[src/cau_pkg.sv]
// Shared types and constants for the complex arithmetic unit.
// No dependencies.
`default_nettype none

package cau_pkg;

  localparam int FRAC_BITS = 16;
  // quotient bits produced by the divide pipeline, one per stage
  localparam int DIV_STEPS = 32;
  // dividend bits kept above the quotient window
  localparam int DIV_SHIFT = DIV_STEPS - FRAC_BITS;

  typedef enum logic [1:0] {
    CMD_ADD = 2'd0,
    CMD_SUB = 2'd1,
    CMD_MUL = 2'd2,
    CMD_DIV = 2'd3
  } cmd_t;

  // one restoring-division lane
  typedef struct packed {
    logic [63:0] rem;
    logic [31:0] nlow;
    logic [31:0] quo;
  } div_lane_t;

  // item carried through the divide stages
  typedef struct packed {
    cmd_t        cmd;
    logic        dz;
    logic        ovf;
    logic [31:0] re;
    logic [31:0] im;
    logic        neg_re;
    logic        neg_im;
    logic        big_re;
    logic        big_im;
    logic [63:0] den;
    div_lane_t   lre;
    div_lane_t   lim;
  } div_item_t;

endpackage

`default_nettype wire

[src/cau_div_stage.sv]
// One restoring-division step for both result parts, registered.
// Depends on cau_pkg.
`default_nettype none

module cau_div_stage
  import cau_pkg::*;
(
  input  wire logic      clk,
  input  wire logic      rst,
  input  wire logic      en,
  input  wire logic      in_valid,
  input  wire div_item_t in_item,
  output logic           out_valid,
  output div_item_t      out_item
);

  function automatic div_lane_t lane_step(div_lane_t l, logic [63:0] den);
    logic [64:0] t;
    div_lane_t   o;
    t = {l.rem, l.nlow[31]};
    o.nlow = {l.nlow[30:0], 1'b0};
    if (t >= {1'b0, den}) begin
      o.rem = 64'(t - {1'b0, den});
      o.quo = {l.quo[30:0], 1'b1};
    end else begin
      o.rem = t[63:0];
      o.quo = {l.quo[30:0], 1'b0};
    end
    return o;
  endfunction

  div_item_t item_next;

  always_comb begin
    item_next = in_item;
    item_next.lre = lane_step(in_item.lre, in_item.den);
    item_next.lim = lane_step(in_item.lim, in_item.den);
  end

  always_ff @(posedge clk) begin
    if (rst) begin
      out_valid <= 1'b0;
    end else if (en) begin
      out_valid <= in_valid;
    end
  end

  always_ff @(posedge clk) begin
    if (en) begin
      out_item <= item_next;
    end
  end

endmodule

`default_nettype wire

[config.mk]
export PLATFORM = sky130hd
export DESIGN_NAME = cau_div_stage
export DESIGN_NICKNAME = d
export VERILOG_FILES = /design/src/cau_pkg.sv /design/src/cau_div_stage.sv
export SDC_FILE = /design/constraint.sdc
export NUM_CORES = 1
export LEC_CHECK = 0
export ABC_CLOCK_PERIOD_IN_PS = 3500
export BUFFER_PORTS_ARGS = -buffer_cell sky130_fd_sc_hd__buf_2
export CORE_AREA = 2 2 309 311
export DETAILED_ROUTE_END_ITERATION = 8
export DIE_AREA = 0 0 311 313
export GPL_TIMING_DRIVEN = 0
export PLACE_DENSITY_LB_ADDON = 0.3
export SYNTH_ARGS = -nofsm -noshare
export SYNTH_HDL_FRONTEND = slang
export SYNTH_SLANG_ARGS = --single-unit
[constraint.sdc]
create_clock -name clk -period 3.5 [get_ports clk]
set_input_delay 0.175 -clock clk [delete_from_list [all_inputs] [get_ports clk]]
set_output_delay 0.175 -clock clk [all_outputs]
set_load 0.02 [all_outputs]
# Yosys cells after proc, flatten, opt, wreduce, memory -nomap -nowiden
# Cells that the tools add are included.
[totals]
ff_bits = 391
input_bits = 396
output_inout_bits = 393
[op_classes]
add_sub_neg = 2
order_cmp = 2
muxes = 4
[op_table]
columns = ["op", "count"]
rows = [
  ["65-bit by 64-bit greater-or-equal comparator with 1-bit output", 2],
  ["64-bit two-way mux", 2],
  ["64-bit subtractor", 2],
  ["1-bit two-way mux", 2],
]

# Longest topological paths before layout
[depth]
word_depth = 2
ltp_mapped = 16
depth_no_buf = 14

# Least setup slack after synthesis
# No wires, ideal clock.
[synth_timing]
path_kind = "input to register"
startpoint = "in in_item[273] (netlist name)"
endpoint = "reg out_item[104] (netlist name), data pin"
arrival_time_ns = 2.931
setup_slack_ns = 0.309
cell_stages = 13
cell_sequence = "inv_1 ha_1 and3_1 nand2_1 or4_1 o41ai_2 o211ai_1 a21oi_1 o21ai_1 o21a_2 inv_2 buf_4 mux2_2"
[synth_lines]
columns = ["element", "line_no", "text"]
rows = [
  ["from (decl)", "cau_div_stage.sv:12", "input wire div_item_t in_item,"],
  ["to (signal assigned)", "cau_div_stage.sv:50", "out_item <= item_next;"],
  ["to (decl)", "cau_div_stage.sv:14", "output div_item_t out_item"],
]

==> results.toml <==
[outcome]
status = "finished clean"

[power_and_ir_drop]
peakVddDrop_mv = 0.353
netSwitchingPower_mw = 5.00
power.leakage_nw = 13.9
pwr-share-comb_pct = 27.2
p_clk_share_pct = 34.6
powerDensity_mw_per_mm2 = 476
p_int_mw = 10.4
pwr-share-seq_pct = 38.2
swShare_pct = 32.5
finalPower_mw = 15.4

[synth]
syn_area_per_cell_um2 = 11.3
ys_seq_area_share_pct = 56.5
synthSimpleGateAreaFrac_pct = 10.2
synth_top_family_by_area = "compound AO/OA/AOI/OAI gates"
syn_area_mm2 = 0.0208
synth_compound_area_share_pct = 16.5
synth_edf_count = 390
synth_mux_area_share_pct = 0.675
ys_seq_elements = 391
ys_warn_count = 0
async_reset_ff_share_pct = 0
netlist-cell-type-count = 73
synthAdderAreaFrac_pct = 7.90
synth_xor_area_share_pct = 4.85
ys.flop_type = "edfxtp_1"
synthCells = 1834

[critical_path]
crit_arrival_ps = 3820
critPathBufInv = 4
critical_path.max_stage_delay_ps = 540
rrSetupSlack_ps = 2370
cp_cell_sequence = "dlygate4sd3_1 > buf_2 > ha_1 > nand3_1 > nor3_1 > nand2_1 > nor4_4 > a2111oi_0 > o21a_4 > inv_12 > buf_12 > mux2_2"
cpLargestDelayFamily = "simple AND/OR/NAND/NOR gates"
cp_max_fo = 10
critPathCaptureType = "register"
critical_path_class = "in2reg"
r2r-start = "out_valid$_SDFFE_PP0P_"
r2r-end = "out_valid$_SDFFE_PP0P_"
critical_path.startpoint_type = "input port"
worstRegToRegCells = 3
cp.required_ps = 3870
cpMaxStageDelayCell = "dlygate4sd3_1"

[clocking]
cts_sinks = 391
numCtsBuffers = 49
clock_latency_ps = 620
clockBufferDepth = 3
tritoncts = "built"
path_clk_slew_ps = 60
htreeDepth = 2
cts-root-buf = "clkbuf_16"

[sta]
fin_tns_setup_ps = 0
holdWs_ps = 35.8
tightest_slew_ps = 1150
slew_headroom_pct = 22.5
hold_viol = 0
setup_violations = 0
fin_crit_ps = 3450
skew_ps = 0
drv_slew = 0
max_freq_ghz = 0.290
fin_crit_sh_pct = 98.5

[min_path]
hold_depth = 3
min_to = "out_item[203]$_DFFE_PP_"
worstHoldPathType = "in2reg"
hp-start = "in_item[202]"

[drt]
detail_route.first_pass.iterations = 5
drt_iter0_markers = 1372
num_vias = 19700
route.detailed.drc = 0
wirelength_um = 103000
wl_per_cell_um = 23.4
viasPerCell = 4.50
ant_nets = 0

[placement]
hpwlAfterDp_um = 81400
place.port_buffers = 784
placed_area_mm2 = 0.0264
gp_congestion = 0.884

[die]
coreArea_mm2 = 0.0942
num_io_pins = 789
row_count = 113
die-height_um = 313
initial_utilization_pct = 22.1
die_area_mm2 = 0.0973
die_x_um = 311

[grt]
grt.overflow.total = 0
antenna_found_initial = 45
grt_pass1_vias = 19800
grt_max_degree = 93
grt_pass1_wl_um = 143000
grt_usage_pct = 20.3

[cells_and_area]
final_common_cell = "buf_2"
drive_gt1_share_pct = 31.1
area_growth_syn_to_layout_pct = 55.7
finalInstanceArea_mm2 = 0.0323
final_cell_mix = "789 x buf_2, 390 x edfxtp_1, 388 x dlygate4sd3_1"
nets = 3590

[job]
cap_violations = 0
[synthesized netlist by cell type (21+ instances only)]
| master | instances | share of area, % |
|---|---|---|
| a31oi_1 | 21 | 0.63 |
| ha_1 | 128 | 7.7 |
| a21oi_1 | 237 | 5.7 |
| a21o_1 | 83 | 3.0 |
| nand2_1 | 128 | 2.3 |
| inv_1 | 88 | 1.6 |
| clkbuf_1 | 54 | 0.98 |
| xnor2_1 | 59 | 2.5 |
| edfxtp_1 | 390 | 56 |
| nand4_1 | 33 | 0.99 |
| o21ai_0 | 102 | 2.5 |
| nand3_1 | 22 | 0.53 |
| xor2_1 | 56 | 2.4 |
| nor2_1 | 160 | 2.9 |
[worst register-to-register path, cell delays in order, from the launching register on]
cell and delay [ps]:
dfxtp_1 310, mux2i_1 120, nor2_1 50, dlygate4sd3_1 540
[through the flow]
stage	instances	worst slack, ps	utilization [%]
global route	4373	-10.1	34.3
finish	4380	54.0	34.4
floorplan	1835	309	-
detailed placement	3888	-2270	28.0
global placement	3884	-4240	27.9
CTS	4366	7.32	34.1
[cell type report]
type,instances,area [µm²]
clock inverters,34,365
clock buffers,56,1270
plain buffers,71,395
diodes,12,30.0
well taps,1265,1580
multi-input cells,1276,8620
inverters,90,350
flip-flops and latches,391,11700
fillers,9722,61800
repair buffers,1185,8000
[worst max-delay path by stage]
stage | start | to | slack, ps | cells after the start
floorplan | in_item[273] | out_item[104]$_DFFE_PP_ | 310 | 13
global placement | en | out_item[86]$_DFFE_PP_ | -4240 | 1
detailed placement | in_item[275] | out_item[84]$_DFFE_PP_ | -2270 | 15
CTS | in_item[126] | out_item[85]$_DFFE_PP_ | 7 | 11
global route | in_item[277] | out_item[72]$_DFFE_PP_ | -10 | 16
finish | in_item[104] | out_item[85]$_DFFE_PP_ | 50 | 12
[metal layers]
metal	vias to the layer above	global-route usage (%)	wire, µm
li1	9318	-	-
met1	9478	23.2	39300
met2	716	37.0	53000
met3	160	5.29	6690
met4	40	6.13	3310
met5	-	0	280
[state kept, by name (all words and copies together), names as in the netlist]
signal     count
out_item     390
out_valid      1
[power groups by stage]
stage | clock, mW | combinational (mW) | sequential [mW]
floorplan | 0 | 1.46 | 6.64
global placement | 0 | 3.76 | 6.03
detailed placement | 0 | 3.76 | 5.98
CTS | 5.50 | 4.18 | 5.89
global route | 5.66 | 4.49 | 5.94
finish | 5.33 | 4.18 | 5.89
[timing repair]
| action | CTS | global route |
|---|---|---|
| setup buffers | 4 | 5 |
| hold buffers | 388 | 0 |
| endpoints found under the hold margin | 401 | 0 |
| gates resized for setup | 41 | 39 |
| pin swaps | 5 | 5 |
| endpoints found under the setup margin | 130 | 99 |
[cell families (layout without fill, tap and decap cells)]
| kind of cell | Yosys count | count (layout) |
|---|---|---|
| AOI/OAI and AO/OA | 563 | 563 |
| xor gates and xnor gates | 115 | 115 |
| adders and majority gates | 130 | 130 |
| buffers and inverters | 168 | 1436 |
| DFF | 391 | 391 |
| muxes | 13 | 13 |
| other | 1 | 14 |
| and+or+nand+nor | 453 | 453 |
(Power assumes the default switching activity.)
